==> src/sv/b64lw_pkg.sv <==
`timescale 1ns / 1ps
// ============================================================================
// b64lw_pkg - shared types and constants of the base64 line-wrap encoder
// Character codes, state encodings, the per-byte character set and the
// sextet-to-ASCII alphabet mapping.
// ============================================================================
package b64lw_pkg;

  // Default width of the running line counter
  localparam int unsigned LINE_COUNT_BITS_DEF = 10;

  // Line length register
  localparam int unsigned LEN_W     = 10;
  localparam logic [LEN_W-1:0] LEN_RESET = 10'd72;

  // Fixed character codes
  localparam logic [7:0] CHAR_CR  = 8'h0D;
  localparam logic [7:0] CHAR_LF  = 8'h0A;
  localparam logic [7:0] CHAR_PAD = 8'h3D;

  // Position of the next byte in its three-byte group
  typedef enum logic [1:0] {
    PH_FIRST  = 2'd0,
    PH_SECOND = 2'd1,
    PH_THIRD  = 2'd2
  } phase_e;

  // Line break sequencer state
  typedef enum logic [1:0] {
    BRK_NONE = 2'd0,
    BRK_CR   = 2'd1,
    BRK_LF   = 2'd2
  } brk_e;

  // Up to four characters produced by one source byte
  typedef struct packed {
    logic [3:0][7:0] chars;     // characters in output order
    logic [3:0]      counted;   // character takes part in line counting
    logic [1:0]      last_idx;  // index of the final character
    logic            msg_end;   // byte closed the message
  } set_t;

  // Map a 6-bit value to its base64 ASCII character
  function automatic logic [7:0] b64_char(input logic [5:0] v);
    logic [7:0] ext;
    ext = {2'b00, v};
    if (v < 6'd26)      return 8'h41 + ext;
    else if (v < 6'd52) return 8'h61 + ext - 8'd26;
    else if (v < 6'd62) return 8'h30 + ext - 8'd52;
    else if (v == 6'd62) return 8'h2B;
    else                return 8'h2F;
  endfunction

endpackage

==> src/sv/b64lw_group.sv <==
`timescale 1ns / 1ps
// ============================================================================
// b64lw_group - byte grouping stage
// Accepts source bytes, tracks the three-byte group position and leftover
// bits, and registers the characters each byte completes, pad included.
// ============================================================================
module b64lw_group (
  input  logic            clk_i,
  input  logic            rst_ni,
  // Source byte stream
  input  logic            s_valid_i,
  output logic            s_ready_o,
  input  logic [7:0]      s_byte_i,
  input  logic            s_last_i,
  // Character set toward the emitter
  output logic            set_valid_o,
  input  logic            set_ready_i,
  output b64lw_pkg::set_t set_o
);
  import b64lw_pkg::*;

  phase_e     phase_q, phase_d;
  logic [3:0] carry_q, carry_d;
  logic       set_valid_q;
  set_t       set_q, set_d;
  logic       s_acc;

  assign s_ready_o = !set_valid_q || set_ready_i;
  assign s_acc     = s_valid_i && s_ready_o;

  // Build the character set for the incoming byte
  always_comb begin
    set_d         = '0;
    set_d.msg_end = s_last_i;
    phase_d       = phase_q;
    carry_d       = carry_q;
    case (phase_q)
      PH_SECOND: begin
        set_d.chars[0]   = b64_char({carry_q[1:0], s_byte_i[7:4]});
        set_d.counted[0] = 1'b1;
        carry_d          = s_byte_i[3:0];
        phase_d          = PH_THIRD;
        if (s_last_i) begin
          set_d.chars[1]   = b64_char({s_byte_i[3:0], 2'b00});
          set_d.counted[1] = 1'b1;
          set_d.chars[2]   = CHAR_PAD;
          set_d.last_idx   = 2'd2;
        end
      end
      PH_THIRD: begin
        set_d.chars[0]   = b64_char({carry_q, s_byte_i[7:6]});
        set_d.chars[1]   = b64_char(s_byte_i[5:0]);
        set_d.counted    = 4'b0011;
        set_d.last_idx   = 2'd1;
        carry_d          = 4'd0;
        phase_d          = PH_FIRST;
      end
      default: begin
        set_d.chars[0]   = b64_char(s_byte_i[7:2]);
        set_d.counted[0] = 1'b1;
        carry_d          = {2'b00, s_byte_i[1:0]};
        phase_d          = PH_SECOND;
        if (s_last_i) begin
          set_d.chars[1] = b64_char({s_byte_i[1:0], 4'b0000});
          set_d.chars[2] = CHAR_PAD;
          set_d.chars[3] = CHAR_PAD;
          set_d.counted  = 4'b0111;
          set_d.last_idx = 2'd3;
        end
      end
    endcase
    // Start a fresh group after the final byte
    if (s_last_i) begin
      phase_d = PH_FIRST;
      carry_d = 4'd0;
    end
  end

  // Advance group state on each accepted word
  always_ff @(posedge clk_i or negedge rst_ni) begin
    if (!rst_ni) begin
      phase_q     <= PH_FIRST;
      carry_q     <= 4'd0;
      set_valid_q <= 1'b0;
    end else begin
      if (s_acc) begin
        phase_q     <= phase_d;
        carry_q     <= carry_d;
        set_valid_q <= 1'b1;
      end else if (set_ready_i) begin
        set_valid_q <= 1'b0;
      end
    end
  end

  // Hold the set until the emitter takes it
  always_ff @(posedge clk_i) begin
    if (s_acc) begin
      set_q <= set_d;
    end
  end

  assign set_valid_o = set_valid_q;
  assign set_o       = set_q;

endmodule

==> src/sv/b64lw_emit.sv <==
`timescale 1ns / 1ps
// ============================================================================
// b64lw_emit - character emitter with line wrapping
// Sends the characters of one set one per cycle through the output register
// while it is not stalled, counts them and inserts CR LF when a line fills up.
// ============================================================================
module b64lw_emit #(
  parameter int unsigned LINE_COUNT_BITS = b64lw_pkg::LINE_COUNT_BITS_DEF
) (
  input  logic                        clk_i,
  input  logic                        rst_ni,
  input  logic [b64lw_pkg::LEN_W-1:0] line_length_i,
  // Character set from the grouping stage
  input  logic                        set_valid_i,
  output logic                        set_ready_o,
  input  b64lw_pkg::set_t             set_i,
  // Output character stream
  output logic                        m_valid_o,
  input  logic                        m_ready_i,
  output logic [7:0]                  m_char_o,
  output logic                        m_last_o
);
  import b64lw_pkg::*;

  localparam int unsigned CMP_W = (LINE_COUNT_BITS > LEN_W) ? LINE_COUNT_BITS : LEN_W;

  set_t                       set_q;
  logic                       busy_q, busy_d;
  logic [1:0]                 idx_q, idx_d;
  brk_e                       brk_q, brk_d;
  logic [LINE_COUNT_BITS-1:0] cnt_q, cnt_d, cnt_inc;
  logic                       out_valid_q, out_valid_d;
  logic [7:0]                 out_char_q, out_char_d;
  logic                       out_last_q, out_last_d;

  logic adv, emit_char, hit, is_final, done_now, load;

  // Output register free to take a new character
  assign adv       = !out_valid_q || m_ready_i;
  assign emit_char = adv && busy_q && (brk_q == BRK_NONE);
  assign is_final  = (idx_q == set_q.last_idx);
  assign cnt_inc   = cnt_q + 1'b1;
  assign hit       = emit_char && set_q.counted[idx_q] && (line_length_i != '0) &&
                     (CMP_W'(cnt_inc) == CMP_W'(line_length_i));
  assign done_now  = adv && busy_q &&
                     (((brk_q == BRK_NONE) && is_final && !hit) ||
                      ((brk_q == BRK_LF) && is_final));
  assign set_ready_o = !busy_q || done_now;
  assign load        = set_valid_i && set_ready_o;

  // Next state of the sequencer and line counter
  always_comb begin
    busy_d = busy_q;
    idx_d  = idx_q;
    brk_d  = brk_q;
    cnt_d  = cnt_q;
    if (adv && busy_q) begin
      case (brk_q)
        BRK_CR: begin
          brk_d = BRK_LF;
        end
        BRK_LF: begin
          brk_d = BRK_NONE;
          if (!is_final) idx_d = idx_q + 2'd1;
        end
        default: begin
          if (set_q.counted[idx_q] && (line_length_i != '0)) begin
            cnt_d = hit ? '0 : cnt_inc;
          end
          if (hit) begin
            brk_d = BRK_CR;
          end else if (!is_final) begin
            idx_d = idx_q + 2'd1;
          end
        end
      endcase
    end
    if (done_now) begin
      busy_d = 1'b0;
      if (set_q.msg_end) cnt_d = '0;
    end
    if (load) begin
      busy_d = 1'b1;
      idx_d  = 2'd0;
      brk_d  = BRK_NONE;
    end
  end

  // Next output word
  always_comb begin
    out_valid_d = out_valid_q;
    out_char_d  = out_char_q;
    out_last_d  = out_last_q;
    if (adv) begin
      out_valid_d = busy_q;
      out_last_d  = done_now;
      case (brk_q)
        BRK_CR:  out_char_d = CHAR_CR;
        BRK_LF:  out_char_d = CHAR_LF;
        default: out_char_d = set_q.chars[idx_q];
      endcase
    end
  end

  always_ff @(posedge clk_i or negedge rst_ni) begin
    if (!rst_ni) begin
      busy_q      <= 1'b0;
      idx_q       <= 2'd0;
      brk_q       <= BRK_NONE;
      cnt_q       <= '0;
      out_valid_q <= 1'b0;
    end else begin
      busy_q      <= busy_d;
      idx_q       <= idx_d;
      brk_q       <= brk_d;
      cnt_q       <= cnt_d;
      out_valid_q <= out_valid_d;
    end
  end

  // Payload registers
  always_ff @(posedge clk_i) begin
    out_char_q <= out_char_d;
    out_last_q <= out_last_d;
    if (load) set_q <= set_i;
  end

  assign m_valid_o = out_valid_q;
  assign m_char_o  = out_char_q;
  assign m_last_o  = out_last_q;

endmodule

==> src/sv/base64_encoder_line_wrap_unit.sv <==
`timescale 1ns / 1ps
// ============================================================================
// base64_encoder_line_wrap_unit - streaming base64 encoder with line breaks
//
//   channel  dir  tdata            tlast       handshake
//   s_axis   in   data_byte [7:0]  last_byte   tvalid/tready
//   m_axis   out  out_char  [7:0]  last_char   tvalid/tready
//   cfg      in   line_length[9:0] -           cfg_we_i, no wait
//
// One output character leaves per cycle from the output register, unless the
// output stalls; a byte takes one to four characters plus two more per line
// break, paced by the emitter sequencer. A byte's first character passes the
// grouping set register, the emitter set register and the output register.
// Reset clears group state, line count and line length (72); no clearing pass.
// A stalled output holds its word while the grouping stage keeps one set.
// ============================================================================
module base64_encoder_line_wrap_unit #(
  parameter int unsigned LINE_COUNT_BITS = b64lw_pkg::LINE_COUNT_BITS_DEF
) (
  input  logic                        clk_i,
  input  logic                        rst_ni,
  // Configuration
  input  logic                        cfg_we_i,
  input  logic [b64lw_pkg::LEN_W-1:0] cfg_wdata_i,   // [9:0] line_length
  // Source bytes
  input  logic                        s_axis_tvalid_i,
  output logic                        s_axis_tready_o,
  input  logic [7:0]                  s_axis_tdata_i,  // [7:0] data_byte
  input  logic                        s_axis_tlast_i,  // last_byte
  // Encoded characters
  output logic                        m_axis_tvalid_o,
  input  logic                        m_axis_tready_i,
  output logic [7:0]                  m_axis_tdata_o,  // [7:0] out_char
  output logic                        m_axis_tlast_o   // last_char
);
  import b64lw_pkg::*;

  logic [LEN_W-1:0] line_length_q;
  logic             set_valid;
  logic             set_ready;
  set_t             set_w;

  // Line length register
  always_ff @(posedge clk_i or negedge rst_ni) begin
    if (!rst_ni) begin
      line_length_q <= LEN_RESET;
    end else if (cfg_we_i) begin
      line_length_q <= cfg_wdata_i;
    end
  end

  b64lw_group u_group (
    .clk_i       (clk_i),
    .rst_ni      (rst_ni),
    .s_valid_i   (s_axis_tvalid_i),
    .s_ready_o   (s_axis_tready_o),
    .s_byte_i    (s_axis_tdata_i),
    .s_last_i    (s_axis_tlast_i),
    .set_valid_o (set_valid),
    .set_ready_i (set_ready),
    .set_o       (set_w)
  );

  b64lw_emit #(
    .LINE_COUNT_BITS (LINE_COUNT_BITS)
  ) u_emit (
    .clk_i         (clk_i),
    .rst_ni        (rst_ni),
    .line_length_i (line_length_q),
    .set_valid_i   (set_valid),
    .set_ready_o   (set_ready),
    .set_i         (set_w),
    .m_valid_o     (m_axis_tvalid_o),
    .m_ready_i     (m_axis_tready_i),
    .m_char_o      (m_axis_tdata_o),
    .m_last_o      (m_axis_tlast_o)
  );

`ifndef ASSERT_OFF
  // A carriage return never closes the characters of a byte
  assert property (@(posedge clk_i) disable iff (!rst_ni)
    (m_axis_tvalid_o && (m_axis_tdata_o == CHAR_CR)) |-> !m_axis_tlast_o)
    else $error("CR word marked as last");

  // A taken carriage return is followed at once by a line feed
  assert property (@(posedge clk_i) disable iff (!rst_ni)
    (m_axis_tvalid_o && m_axis_tready_i && (m_axis_tdata_o == CHAR_CR)) |=>
    (m_axis_tvalid_o && (m_axis_tdata_o == CHAR_LF)))
    else $error("CR not followed by LF");

  // Input stalls only while a set waits for the emitter
  assert property (@(posedge clk_i) disable iff (!rst_ni)
    !s_axis_tready_o |-> (set_valid && !set_ready))
    else $error("input stalled without a pending set");
`endif

endmodule

==> config.mk <==
export PLATFORM = sky130hd
export DESIGN_NAME = base64_encoder_line_wrap_unit
export DESIGN_NICKNAME = d
export VERILOG_FILES = /design/src/sv/b64lw_pkg.sv /design/src/sv/b64lw_group.sv /design/src/sv/b64lw_emit.sv /design/src/sv/base64_encoder_line_wrap_unit.sv
export SDC_FILE = /design/constraint.sdc
export NUM_CORES = 1
export LEC_CHECK = 0
export ABC_CLOCK_PERIOD_IN_PS = 3450
export BUFFER_PORTS_ARGS = -buffer_cell sky130_fd_sc_hd__buf_4
export CAP_MARGIN = 10
export CORE_ASPECT_RATIO = 1.2
export CORE_UTILIZATION = 62
export CTS_CLUSTER_SIZE = 14
export DETAILED_ROUTE_END_ITERATION = 10
export PLACE_DENSITY = 0.81
export SLEW_MARGIN = 20
export SYNTH_ARGS = -nofsm -noshare
export SYNTH_HDL_FRONTEND = slang
export SYNTH_SLANG_ARGS = --single-unit
==> constraint.sdc <==
create_clock -name clk_i -period 3.45 [get_ports clk_i]
set_input_delay 0.69 -clock clk_i [delete_from_list [all_inputs] [get_ports clk_i]]
set_output_delay 0.69 -clock clk_i [all_outputs]
set_load 0.05 [all_outputs]
After elaboration in Yosys (flattened, before gate mapping)
Cells that the tools add are included.
{ "classes": {"add_sub_neg": 32, "order_cmp": 19, "n_eq_ne": 12, "mux": 58, "n_reduce_logical": 30} }
{ "op_table": {"columns": ["op", "n"], "rows": [
  ["2-to-1 mux 8 bit", 19],
  ["adder 7 x 6 -> 8 bit, first input constant", 12],
  ["< comparator 6 bit, second input constant", 12],
  ["2-to-1 mux 10 bit", 6],
  ["subtractor 8 x 5 -> 8 bit, second input constant", 6],
  ["subtractor 8 x 6 -> 8 bit, second input constant", 6],
  ["adder 6 x 6 -> 7 bit, first input constant", 6],
  ["< comparator 6 x 5 -> 1 bit, second input constant", 6],
  ["case mux 16 bit (2 select lines)", 1],
  ["case mux 8 bit (2 select lines)", 2],
  ["equality test 6 bit, second input constant", 4],
  ["2-to-1 mux 22 bit", 1],
  ["2-to-1 mux 2 bit", 9],
  ["binary-select mux 8 bit (select 2 bit)", 1],
  ["case mux 4 bit (2 select lines)", 2],
  ["2-to-1 mux 14 bit", 1],
  ["logical AND 1 bit", 12],
  ["2-to-1 mux 3 bit", 4],
  ["case mux 2 bit (2 select lines)", 3],
  ["adder 10 x 1 -> 10 bit, second input constant", 1],
  ["equality test 10 bit", 1],
  ["nonzero test 10 bit", 1],
  ["2-to-1 mux 1 bit", 6],
  ["nonzero test 2 bit", 3],
  ["17 further kinds", 26]
]} }
{ "word_totals": {"reg_bits": 120, "out_inout_bits": 11, "wordCells": 177} }

Longest topological paths before layout
Gate-level depths: netlist of run 1.
{ "depth": {"word_depth": 15, "depth_mapped": 11} }

Cells and area by module
A second synthesis of run 1 with hierarchy kept.
{ "unflattened": {"cells_unflattened": 627, "area_unflattened_um2": 6520.0} }
{ "modules_own_cells": {"columns": ["mod", "instances", "cells_each", "area_per_inst_um2"], "rows": [
  ["b64lw_group", 1, 387, 3088.0],
  ["b64lw_emit", 1, 219, 3017.9],
  ["base64_encoder_line_wrap_unit", 1, 21, 414.1]
]} }

Least setup slack after synthesis of run 1
OpenSTA, ideal clock, no wires.
{ "synth_timing": {"path_type": "input -> output", "from": "input m_axis_tready_i", "to": "output s_axis_tready_o", "arrival_ns": 2.726, "t_required_ns": 2.760, "path_slack_ns": 0.034, "cell_stages": 8, "cell_sequence": "nand2b_1 and2_1 buf_6 o2111ai_1 or4_4 buf_6 o31ai_4 nand2_1"} }
{ "synth_between": {"elab_chain_cells": 12} }
{ "synth_rtl": {"columns": ["item", "line", "source"], "rows": [
  ["start: declaration", "base64_encoder_line_wrap_unit.sv:32", "input logic m_axis_tready_i,"],
  ["logical OR 1 bit *", "b64lw_emit.sv:39", "assign adv = !out_valid_q || m_ready_i;"],
  ["logical AND 1 bit *", "b64lw_emit.sv:40, b64lw_emit.sv:45", null],
  ["logical AND 1 bit", "b64lw_emit.sv:40", "assign emit_char = adv && busy_q && (brk_q == BRK_NONE);"],
  ["logical AND 1 bit (3 in series)", "b64lw_emit.sv:43", "assign hit = emit_char && set_q.counted[idx_q] && (line_length_i != '0) &&"],
  ["logical NOT 1 bit", "b64lw_emit.sv:46", "(((brk_q == BRK_NONE) && is_final && !hit) ||"],
  ["logical AND 1 bit", "b64lw_emit.sv:46", null],
  ["logical OR 1 bit", "b64lw_emit.sv:46", null],
  ["logical AND 1 bit *", "b64lw_emit.sv:45", "assign done_now = adv && busy_q &&"],
  ["logical OR 1 bit *", "b64lw_emit.sv:48", "assign set_ready_o = !busy_q || done_now;"],
  ["logical OR 1 bit *", "b64lw_group.sv:28", "assign s_ready_o = !set_valid_q || set_ready_i;"],
  ["end: declaration", "base64_encoder_line_wrap_unit.sv:27", "output logic s_axis_tready_o,"]
]} }
Mark *: on every way between the ends. The rest lies on a longest branch, timed or not.

Worst setup path in the final report of run 1
{ "layout_timing": {"from": "register u_emit.cnt_q[0]", "to": "output s_axis_tready_o"} }
{ "layout_between": {"elab_chain_cells": 9} }
{ "layout_rtl": {"columns": ["item", "line", "source"], "rows": [
  ["start: declaration", "b64lw_emit.sv:31", "logic [LINE_COUNT_BITS-1:0] cnt_q, cnt_d, cnt_inc;"],
  ["start signal: assignment", "b64lw_emit.sv:116", "cnt_q <= cnt_d;"],
  ["adder 10 x 1 -> 10 bit", "b64lw_emit.sv:42", "assign cnt_inc = cnt_q + 1'b1;"],
  ["equality test 10 bit", "b64lw_emit.sv:44", "(CMP_W'(cnt_inc) == CMP_W'(line_length_i));"],
  ["logical AND 1 bit", "b64lw_emit.sv:43", null],
  ["logical NOT 1 bit", "b64lw_emit.sv:46", null],
  ["logical AND 1 bit", "b64lw_emit.sv:46", null],
  ["logical OR 1 bit", "b64lw_emit.sv:46", null],
  ["logical AND 1 bit", "b64lw_emit.sv:45", null],
  ["logical OR 1 bit", "b64lw_emit.sv:48", null],
  ["logical OR 1 bit", "b64lw_group.sv:28", null]
]} }
Every way passes these cells.

==> results.txt, run 1 <==
----------------------------------------------------
[Clock tree]
  Clock tree from TritonCTS ... done
  TritonCTS buffer count ... 9
  Maximum level of the CTS H-tree ... 3
  Clock insertion delay at the later pin of the skew report ... 0.36 ns
  Number of clock sinks ... 84
  CTS Root Buffer Type ... clkbuf_8
  Post-CTS Hold Fix Bufs ... 0
  Clock input transition at the sequential cells of the worst setup and hold paths ... 0.09 ns
  Maximum clock insertion buffer count ... 2

[Timing]
  Final number of hold-violating endpoints ... 0
  Setup WS post-layout ... 0.0938 ns
  Time the final worst path needs with I/O delays and setup ... 3.36 ns
  Final Max Tran Viols ... 0
  Final hold slack ... 0.261 ns
  Worst slew pin tran ... 0.858 ns
  Total setup violations reported at the end of the flow ... 0
  Maximum achievable frequency ... 298 MHz
  Clock Skew ... 0.0129 ns
  Headroom to the max-slew limit ... 0.428
  Fin crit share ... 0.973

[Power]
  Sequential cell fraction of total power ... 0.383
  Combinational group share of total power ... 0.481
  Proportion of total power due to net switching ... 0.419
  Static Leak ... 0.00253 µW
  Total chip power ... 4510 µW
  Clock network power share ... 0.136
  Worst vdd ir ... 0.282 mV
  Reported net switching power ... 1890 µW
  Internal Dissipation ... 2620 µW
  Cell area power density ... 691 nW/µm²

[Setup path]
  End of the critical path ... s_axis_tready_o
  CP startpoint kind ... flip-flop
  Internal reg-to-reg setup slack ... 0.43 ns
  Critical path startpoint ... u_emit.cnt_q[0]
  R2r worst-path depth ... 11
  Arrival @ worst endpoint ... 2.67 ns
  Data required time of the critical path ... 2.76 ns
  Capturing point of the worst reg2reg path ... u_emit.set_q[8]
  Critical path fanouts, max ... 6
  Worst R2R Start ... u_emit.cnt_q[0]
  Setup crit end kind ... output pin
  Critical path class ... reg2out

[Global routing]
  GRT Overall Usage ... 0.292
  Maximum number of pins on one net before global-route repair ... 34
  Wire length of the first global-routing pass ... 22900 µm
  Final global-route overflow total ... 0
  Number of antenna violations at the first check in global routing ... 0
  Via count of the first global-routing pass ... 4713

[Drt]
  Wire length per cell after detailed routing ... 17.7 µm
  DRC violation total after the first TritonRoute iteration ... 290
  Total wirelength of the detailed-routed design ... 14000 µm
  Routed vias ... 4942
  Number of remaining DRC errors ... 0
  Number of vias per cell ... 6.22
  1st-pass router iterations ... 5
  Remaining number of nets flagged by the antenna check after routing ... 0

[Final layout]
  Post-Route Utilization ... 0.708
  Share of post-route cells with drive strength above 1 ... 0.166
  Count of antenna diodes in the layout ... 0
  Post-route standard cell area excluding fillers ... 6530 µm²
  Synthesis-to-layout area growth ... 8.91%
  Count of filler cells inserted in the layout ... 718
  Post-layout nets ... 724

[Placed design]
  Final weighted congestion in routability-driven placement ... 0.951
  Placed Instance Area ... 6260 µm²
  Half-perimeter wire length of the detailed placement result ... 10400 µm
  Total of buffers placed on input and output ports ... 34
  Post-Place Worst Slack ... 0.217 ns

[Synthesis]
  Cells after Synth ... 643
  Async SR Flop Fraction ... 0.393
  Net Count, Synth ... 698
  Count of flip-flops with a built-in enable after synthesis ... 51
  Mean instance size in the synthesized netlist ... 9.32 µm²
  Main flop type after synthesis ... edfxtp_1
  Synth cell count leaders ... 62 x nand2_1, 51 x edfxtp_1, 51 x o21ai_0
  Post-Syn Area ... 5990 µm²
  YS warnings ... 0
  Number of different library cells in the post-synthesis netlist ... 70
  Share of the synthesized area in the top cell type ... 0.255
  Most area-consuming cells after synthesis ... edfxtp_1 26%, dfrtp_1 13%, ha_1 6.5%
  Synthesis-stage register bit count ... 84
  Leading area contributor after synthesis ... edfxtp_1
  Cell with the most instances after synthesis ... nand2_1
  Sequential area share after synthesis ... 0.394

[Floorplan]
  Placeable core region ... 9220 µm²
  Total number of placement rows ... 38
  Initial Utilization ... 0.650
  Full die area ... 10100 µm²
  Top Ports ... 35
  Vert. Die Dim ... 110 µm
  Die extent in x ... 91.8 µm

[Flow run]
  # Max-Cap Violations ... 0

[Worst hold path]
  Class of the most critical hold timing path ... in2async

[Run status]
  Result of the run ... finished, final reports clean

----------------------------------------------------
## worst min-delay path by stage
stage	to	slack [ns]	cells past startpoint
after floorplan	line_length_q[0]	0.39	0
after global placement	u_emit.set_q[22]	0.40	0
after detailed placement	u_emit.set_q[13]	0.40	0
after CTS	u_emit.m_valid_o	0.27	1
after global routing	u_emit.cnt_q[1]	0.29	1
final	u_emit.m_valid_o	0.26	1
## per-stage QoR
step | setup TNS, ns | std cells
after global placement | 0 | 769
after floorplan | 0 | 643
after detailed placement | 0 | 769
after global routing | -0.0134 | 794
after CTS | 0 | 787
final | 0 | 794
## sequential cells by signal, summed over array words and instances, names as in the netlist
name                 cells
u_emit.m_last_o          1
line_length_q           10
u_group.carry_q          4
u_emit.cnt_q            10
u_emit.m_char_o          8
u_emit.set_q            21
u_emit.idx_q             2
u_emit.m_valid_o         1
u_group.phase_q          2
u_emit.busy_q            1
u_emit.brk_q             2
u_group.set_o           21
u_group.set_valid_o      1
## what timing repair did
| action | in CTS | in global routing |
|---|---|---|
| gates resized for setup | 2 | 5 |
| setup buffers | 2 | 7 |
| endpoints found under the setup margin | 1 | 1 |
| pin swaps | 1 | 2 |
## metal layers
layer	share of wire	vias to the layer above	track usage
met5	0	-	0
met4	0.035	0	0.152
met3	0.052	43	0.0373
met2	0.52	189	0.527
met1	0.40	2309	0.341
li1	-	2401	-
## cell usage in the layout (no fill, tap or decap), types with 3 or more instances in the layout
cell       count
nand2_1       62
buf_4         55
o21ai_0       51
edfxtp_1      51
a21oi_1       46
nor2_1        38
ha_1          30
inv_1         29
dfrtp_1       29
xnor2_1       27
nor3_1        27
nand3_1       23
mux2i_1       13
xor2_1        12
nor2b_1       11
mux2_2        10
nand2b_1       9
a31oi_1        9
clkbuf_8       9
o211ai_1       8
or3_1          7
a221oi_1       7
a21o_1         6
o31ai_1        6
or2_2          5
a211oi_1       5
a21boi_0       4
o22ai_1        4
and2_1         4
and3_1         4
clkinv_1       3
a311oi_1       3
a31o_2         3
o21a_1         3
nor4_1         3
o2111ai_1      3
o311ai_0       3
a221o_1        3
mux2_4         3
## power groups by stage
stage,combinational [µW],sequential (µW),clock (µW)
6_report,2170,1730,614
5_1_grt,2380,1760,660
4_1_cts,2120,1730,618
3_5_place_dp,2090,1750,0
3_3_place_gp,2050,1730,0
2_1_floorplan,1510,1800,0
## logic make-up after synthesis
kind of cell / after synthesis / share of synthesized area
AO/OA/AOI/OAI: 181 / 0.200
XOR/XNOR: 39 / 0.0570
adder cells (fa/ha/maj): 31 / 0.0647
buffers and inverters: 72 / 0.0614
flip-flops: 84 / 0.394
multiplexers: 27 / 0.0518
AND/OR/NAND/NOR: 209 / 0.171
## critical path: stages, from the launching register on
cell and delay [ns]:
dfrtp_2 0.42, ha_4 0.17, nand4_1 0.12, buf_4 0.17, buf_4 0.13, nor3b_2 0.17
o32ai_1 0.13, or4_4 0.48, o31ai_4 0.21, nand2_1 0.10, buf_4 0.21
## layout make-up
class / count / area (µm²) / share of cell area
clock inverter: 5 / 37.5 / 0.00575
sequential: 84 / 2360 / 0.362
clock buffer: 11 / 131 / 0.0201
tap: 120 / 150 / 0.0230
multi-input combinational: 487 / 3300 / 0.505
timing repair buffer: 56 / 433 / 0.0663
inverter: 31 / 116 / 0.0178
No activity file was read; power rests on OpenSTA's default activity.
==> run 2: changes to the inputs <==
BUFFER_PORTS_ARGS = -buffer_cell sky130_fd_sc_hd__buf_2   (was -buffer_cell sky130_fd_sc_hd__buf_4)
==> run 2 against run 1 <==
- register-to-register slack better by 0.08 ns
- combinational power about the same
- final cell count down 0.25%
- die area unchanged
- non-clock buffer count down 2
- clock-buffer cell count unchanged
- core utilization down 1.2 points
- sequential cell count unchanged
- largest cell class unchanged
- largest power group unchanged
==> results.txt, run 2 (same netlist as run 1, synthesis figures left out) <==
----------------------------------------------------
[Clock tree]
  Clock insertion delay at the later pin of the skew report ... 0.35 ns (about the same)
  CTS Root Buffer Type ... clkbuf_8
  Maximum clock insertion buffer count ... 2 (unchanged)
  TritonCTS buffer count ... 9 (unchanged)
  Clock tree from TritonCTS ... done
  Post-CTS Hold Fix Bufs ... 0 (unchanged)
  Number of clock sinks ... 84 (unchanged)
  Clock input transition at the sequential cells of the worst setup and hold paths ... 0.08 ns (about the same)
  Maximum level of the CTS H-tree ... 3 (unchanged)

[Timing]
  Fin crit share ... 0.963 (-0.00985)
  Setup TNS ... 0 ns (unchanged)
  Clock Skew ... 0.00860 ns (-0.00434 ns)
  Final Max Tran Viols ... 0 (unchanged)
  Headroom to the max-slew limit ... 0.411 (-0.0167)
  Maximum achievable frequency ... 301 MHz (+1.0%)
  Total setup violations reported at the end of the flow ... 0 (unchanged)
  Setup WS post-layout ... 0.128 ns (+0.0340 ns)
  Final number of hold-violating endpoints ... 0 (unchanged)
  Time the final worst path needs with I/O delays and setup ... 3.32 ns (-0.0340 ns)
  Worst slew pin tran ... 0.883 ns (+0.0251 ns)

[Setup path]
  Cell Chain, Critical Path ... ha_2, and2_1, o21ai_0, a31oi_1, or4_4, o31ai_4, nand2_1, buf_4
  Critical path fanouts, max ... 6 (unchanged)
  Setup crit end kind ... output pin
  Critical path class ... reg2out
  CP startpoint kind ... flip-flop
  Delay contributed by the slowest stage of the critical path ... 0.62 ns (+0.14 ns)
  Slowest-stage cell, CP ... or4_4
  Data required time of the critical path ... 2.76 ns (about the same)
  Arrival @ worst endpoint ... 2.63 ns (-0.04 ns)

[Floorplan]
  Full die area ... 10100 µm² (unchanged)
  Vert. Die Dim ... 110 µm (unchanged)
  Die extent in x ... 91.8 µm (unchanged)
  Initial Utilization ... 0.650 (unchanged)
  Top Ports ... 35 (unchanged)
  Placeable core region ... 9220 µm² (unchanged)
  Total number of placement rows ... 38 (unchanged)

[Power]
  Total chip power ... 4520 µW (+0.13%)
  Worst vdd ir ... 0.298 mV (+5.9%)
  Cell area power density ... 703 nW/µm² (+1.8%)
  Static Leak ... 0.00250 µW (-1.1%)

[Drt]
  Routed vias ... 5028 (+1.7%)
  Number of remaining DRC errors ... 0 (unchanged)
  Total wirelength of the detailed-routed design ... 14400 µm (+2.7%)
  Remaining number of nets flagged by the antenna check after routing ... 0 (unchanged)
  Wire length per cell after detailed routing ... 18.2 µm (+2.9%)
  1st-pass router iterations ... 7 (+2)
  Number of vias per cell ... 6.35 (+2.0%)
  DRC violation total after the first TritonRoute iteration ... 351 (+21%)

[Final layout]
  Synthesis-to-layout area growth ... 7.12%
  Commonest cells after routing, fill and taps aside ... 62 x nand2_1, 51 x o21ai_0, 51 x edfxtp_1
  Count of antenna diodes in the layout ... 0 (unchanged)
  Post-route non-filler standard cell count ... 792 (-0.25%)
  Post-layout nets ... 722 (-0.28%)
  Leading cell type in the layout, fill and taps excluded ... nand2_1
  Post-route standard cell area excluding fillers ... 6420 µm² (-1.6%)
  Count of filler cells inserted in the layout ... 733 (+2.1%)
  Share of post-route cells with drive strength above 1 ... 0.165 (-0.000994)

[Placed design]
  Half-perimeter wire length of the detailed placement result ... 10400 µm (+0.77%)
  Post-Place Worst Slack ... 0.210 ns (-0.00704 ns)
  Placed Instance Area ... 6200 µm² (-0.88%)
  Total of buffers placed on input and output ports ... 34 (unchanged)
  Number of cells after detailed placement ... 773 (+0.52%)
  Final weighted congestion in routability-driven placement ... 1.03 (+8.0%)

[Global routing]
  Final global-route overflow total ... 0 (unchanged)
  Via count of the first global-routing pass ... 4832 (+2.5%)
  GRT Overall Usage ... 0.294 (+0.00239)
  Maximum number of pins on one net before global-route repair ... 34 (unchanged)
  Wire length of the first global-routing pass ... 23200 µm (+1.6%)
  Number of antenna violations at the first check in global routing ... 0 (unchanged)

[Flow run]
  # Max-Cap Violations ... 0 (unchanged)

[Worst hold path]
  Class of the most critical hold timing path ... in2async

[Run status]
  Result of the run ... finished, final reports clean

----------------------------------------------------
## run 2: cell count changes in the layout (fill, tap and decap cells not counted), sizes merged
| cell | delta |
|---|---|
| buf | -2 |
## run 2: repair_timing
action                                 CTS  global route
setup buffers                            1             2
cloned                                   0             0
pin swaps                                1             2
resized for setup                        2             6
setup endpoints to repair                1             1
endpoints found under the hold margin    0             0
## run 2: power breakdown
group / internal [µW] / switching [µW] / total, µW
Combinational: 810 / 1340 / 2150
Clock: 283 / 350 / 632
Sequential: 1500 / 230 / 1730
Total: 2590 / 1920 / 4520
## run 2: cell type report
type	count	area, µm²	area share
well taps	120	150	0.0234
inverters	31	116	0.0181
flip-flops and latches	84	2360	0.368
clock inverters	5	35.0	0.00546
clock buffers	11	141	0.0220
repair buffers	54	335	0.0522
multi-input cells	487	3280	0.511
## run 2: stage by stage
stage / hold slack (ns) / utilization
3_3_place_gp: 0.403 / 0.673
3_5_place_dp: 0.405 / 0.673
4_1_cts: 0.409 / 0.693
6_report: 0.390 / 0.696
2_1_floorplan: 0.394 / -
5_1_grt: 0.431 / 0.696
## run 2: worst max-delay path: cells and delay by family (launching register included)
kind,cells,cell delay (ns)
compound gates,3,0.49
fa+ha+maj,1,0.23
buf+inv,1,0.21
flops,1,0.45
simple gates,3,0.89
## run 2: per-layer routing
metal	vias up	GRT usage	share of wire
met5	-	0	0
met4	0	0.150	0.040
met3	48	0.0360	0.052
met2	204	0.547	0.51
met1	2387	0.333	0.39
li1	2389	-	-
## run 2: worst paths after layout
| check | slack, ns | cells after the start | from | endpoint |
|---|---|---|---|---|
| hold / removal | 0.39 | 1 | rst_ni | u_emit.cnt_q[9] |
| min in group clk_i | 0.42 | 0 | u_group.set_o[22] | u_emit.set_q[22] |
| setup reg to reg | 0.51 | 8 | u_emit.idx_q[0] | u_group.set_o[22] |
| hold reg to reg | 0.42 | 0 | u_group.set_o[22] | u_emit.set_q[22] |
| max in group asynchronous | 2.54 | 1 | rst_ni | u_emit.cnt_q[0] |
| setup / recovery | 0.13 | 8 | u_emit.cnt_q[0] | s_axis_tready_o |
==> run 3: changes to the inputs <==
GPL_TIMING_DRIVEN = 0   (was unset)
==> run 3 against run 2 <==
- total power grew 2.7%
- final area grew 2.6%
- die area stayed put
- sequential share of layout area fell by 0.93 points
- setup slack got worse by 0.068 ns
- register-to-register slack worse by 0.17 ns
- clock-buffer cell count unchanged
- final cell count rose by 2.9%
- combinational power is 6% higher
- critical path depth up 1
- via count up 0.70%
- critical path type unchanged
==> results.txt, run 3 (same netlist as run 1, synthesis figures left out) <==
----------------------------------------------------
[Floorplan]
  Die extent in x ... 91.8 µm (unchanged)
  Top Ports ... 35 (unchanged)
  Vert. Die Dim ... 110 µm (unchanged)
  Initial Utilization ... 0.650 (unchanged)
  Full die area ... 10100 µm² (unchanged)
  Placeable core region ... 9220 µm² (unchanged)
  Total number of placement rows ... 38 (unchanged)

[Final layout]
  Share of post-route cells with drive strength above 1 ... 0.160 (-0.00547)
  Leading cell type in the layout, fill and taps excluded ... nand2_1
  Synthesis-to-layout area growth ... 9.85%
  Post-route standard cell area excluding fillers ... 6590 µm² (+2.6%)
  Count of antenna diodes in the layout ... 0 (unchanged)
  Post-Route Utilization ... 0.714 (+0.0178)
  Post-route non-filler standard cell count ... 815 (+2.9%)
  Post-layout nets ... 745 (+3.2%)
  Commonest cells after routing, fill and taps aside ... 61 x nand2_1, 51 x o21ai_0, 51 x edfxtp_1

[Placed design]
  Final weighted congestion in routability-driven placement ... 0.923 (-10%)
  Half-perimeter wire length of the detailed placement result ... 10600 µm (+1.1%)
  Number of cells after detailed placement ... 797 (+3.1%)
  Placed Instance Area ... 6310 µm² (+1.8%)
  Post-Place Worst Slack ... -0.425 ns (-0.636 ns)
  Total of buffers placed on input and output ports ... 34 (unchanged)

[Timing]
  Fin crit share ... 0.983 (+0.0198)
  Final Max Tran Viols ... 0 (unchanged)
  Total setup violations reported at the end of the flow ... 0 (unchanged)
  Headroom to the max-slew limit ... 0.369 (-0.0417)
  Final number of hold-violating endpoints ... 0 (unchanged)
  Maximum achievable frequency ... 295 MHz (-2.0%)
  Worst slew pin tran ... 0.939 ns (+0.0554 ns)
  Clock Skew ... 0.00998 ns (+0.00138 ns)
  RSZ-0062 raised after global routing ... yes
  Time the final worst path needs with I/O delays and setup ... 3.39 ns (+0.0684 ns)
  Setup WS post-layout ... 0.0594 ns (-0.0684 ns)

[Global routing]
  Most crowded layer after global routing ... met2
  Number of antenna violations at the first check in global routing ... 0 (unchanged)
  Via count of the first global-routing pass ... 4798 (-0.70%)
  Wire length of the first global-routing pass ... 23000 µm (-1.2%)
  Maximum number of pins on one net before global-route repair ... 34 (unchanged)
  Fraction of met1 tracks used by global routing ... 0.335 (+0.00194)
  GRT Overall Usage ... 0.293 (-0.000861)
  Met2 Track Usage GR ... 0.525 (-0.0220)
  Final global-route overflow total ... 0 (unchanged)
  Global-route track usage on met3 ... 0.0401 (+0.00415)

[Run status]
  Result of the run ... finished, final reports clean

[Clock tree]
  Maximum clock insertion buffer count ... 2 (unchanged)
  Maximum level of the CTS H-tree ... 3 (unchanged)
  TritonCTS buffer count ... 9 (unchanged)
  Number of clock sinks ... 84 (unchanged)
  Clock tree from TritonCTS ... done
  Clock input transition at the sequential cells of the worst setup and hold paths ... 0.08 ns (about the same)
  CTS Root Buffer Type ... clkbuf_8
  Clock insertion delay at the later pin of the skew report ... 0.35 ns (about the same)
  Post-CTS Hold Fix Bufs ... 0 (unchanged)

[Drt]
  Routed vias ... 5063 (+0.70%)
  Number of vias per cell ... 6.21 (-2.1%)
  Number of remaining DRC errors ... 0 (unchanged)
  DRC violation total after the first TritonRoute iteration ... 330 (-6.0%)
  Total wirelength of the detailed-routed design ... 14300 µm (-0.89%)
  Remaining number of nets flagged by the antenna check after routing ... 0 (unchanged)
  1st-pass router iterations ... 5 (-2)
  Wire length per cell after detailed routing ... 17.5 µm (-3.7%)

[Power]
  Proportion of total power due to net switching ... 0.419 (-0.00680)
  Static Leak ... 0.00254 µW (+1.6%)
  Sequential cell fraction of total power ... 0.359 (-0.024)
  Internal Dissipation ... 2700 µW (+4.0%)
  Clock network power share ... 0.150 (+0.010)
  Combinational group share of total power ... 0.491 (+0.014)
  Cell area power density ... 705 nW/µm² (+0.19%)
  Worst vdd ir ... 0.317 mV (+6.4%)
  Reported net switching power ... 1940 µW (+1.1%)

[Setup path]
  Kind of cell adding the most delay to the critical path ... simple AND/OR/NAND/NOR gates
  Delay contributed by the slowest stage of the critical path ... 0.50 ns (-0.12 ns)
  Worst R2R Start ... u_emit.cnt_q[0]
  Data required time of the critical path ... 2.76 ns (about the same)
  Cell Chain, Critical Path ... ha_4, nand4_1, o311ai_2, o32ai_1, or4_4, buf_6, o31ai_4, nand2_2, buf_6
  Cell with the most instances on the worst path ... buf_6
  Setup crit end kind ... output pin
  Arrival @ worst endpoint ... 2.70 ns (+0.07 ns)
  Critical path class ... reg2out
  Slowest-stage cell, CP ... or4_4
  CP startpoint kind ... flip-flop
  CP Buf/Inv Count ... 2 (+1)
  Critical path fanouts, max ... 8 (+2)
  Critical path startpoint ... u_emit.cnt_q[1]
  Internal reg-to-reg setup slack ... 0.34 ns (-0.17 ns)

[Flow run]
  # Max-Cap Violations ... 0 (unchanged)

[Worst hold path]
  Class of the most critical hold timing path ... in2async

----------------------------------------------------
[run 3: cell count changes in the layout (fill, tap and decap cells not counted), sizes merged]
cell    before  now
clkbuf      11   39
clkinv       5    3
buf         54   49
bufinv       0    1
inv         30   31
[run 3: worst paths after layout]
check | endpoint | cells after the start
worst min-delay path | u_emit.cnt_q[5] | 1
worst min register to register | u_emit.set_q[22] | 0
max in group asynchronous | u_emit.cnt_q[0] | 1
min in group clk_i | u_emit.set_q[22] | 0
worst max register to register | u_group.carry_q[1] | 10
worst max-delay path | s_axis_tready_o | 9
[run 3: layout make-up]
type,count,area [µm²]
timing repair buffer,37,199
buffer,40,248
sequential,84,2360
fill,689,2640
inverter,31,120
clock buffer,11,141
multi-input combinational,487,3310
clock inverter,5,60.1
tap,120,150
[run 3: what timing repair did]
action	CTS	global route
endpoints found under the setup margin	2	5
gates cloned	0	0
buffers inserted	3	0
pin swaps	3	2
resized for setup	5	8
[run 3: layer usage]
metal / share of wire / vias to the layer above / wire (µm)
met3: 0.051 / 55 / 723
met5: 0 / - / 0
li1: - / 2436 / -
met1: 0.40 / 2377 / 5690
met2: 0.50 / 195 / 7180
met4: 0.048 / 0 / 688
[run 3: power groups by stage]
stage               registers (µW)  logic, µW  clock network (µW)
floorplan                     1800       1510                   0
global placement              1670       2110                   0
detailed placement            1680       2150                   0
CTS                           1660       2230                 713
global route                  1690       2480                 738
finish                        1670       2280                 696
[run 3: per-stage QoR]
stage | power [µW] | setup TNS, ns | hold slack (ns)
2_1_floorplan | 3310 | 0 | 0.394
3_3_place_gp | 3780 | -1.87 | 0.405
3_5_place_dp | 3840 | -2.32 | 0.405
4_1_cts | 4600 | 0 | 0.412
5_1_grt | 4910 | -0.0626 | 0.434
6_report | 4640 | 0 | 0.402
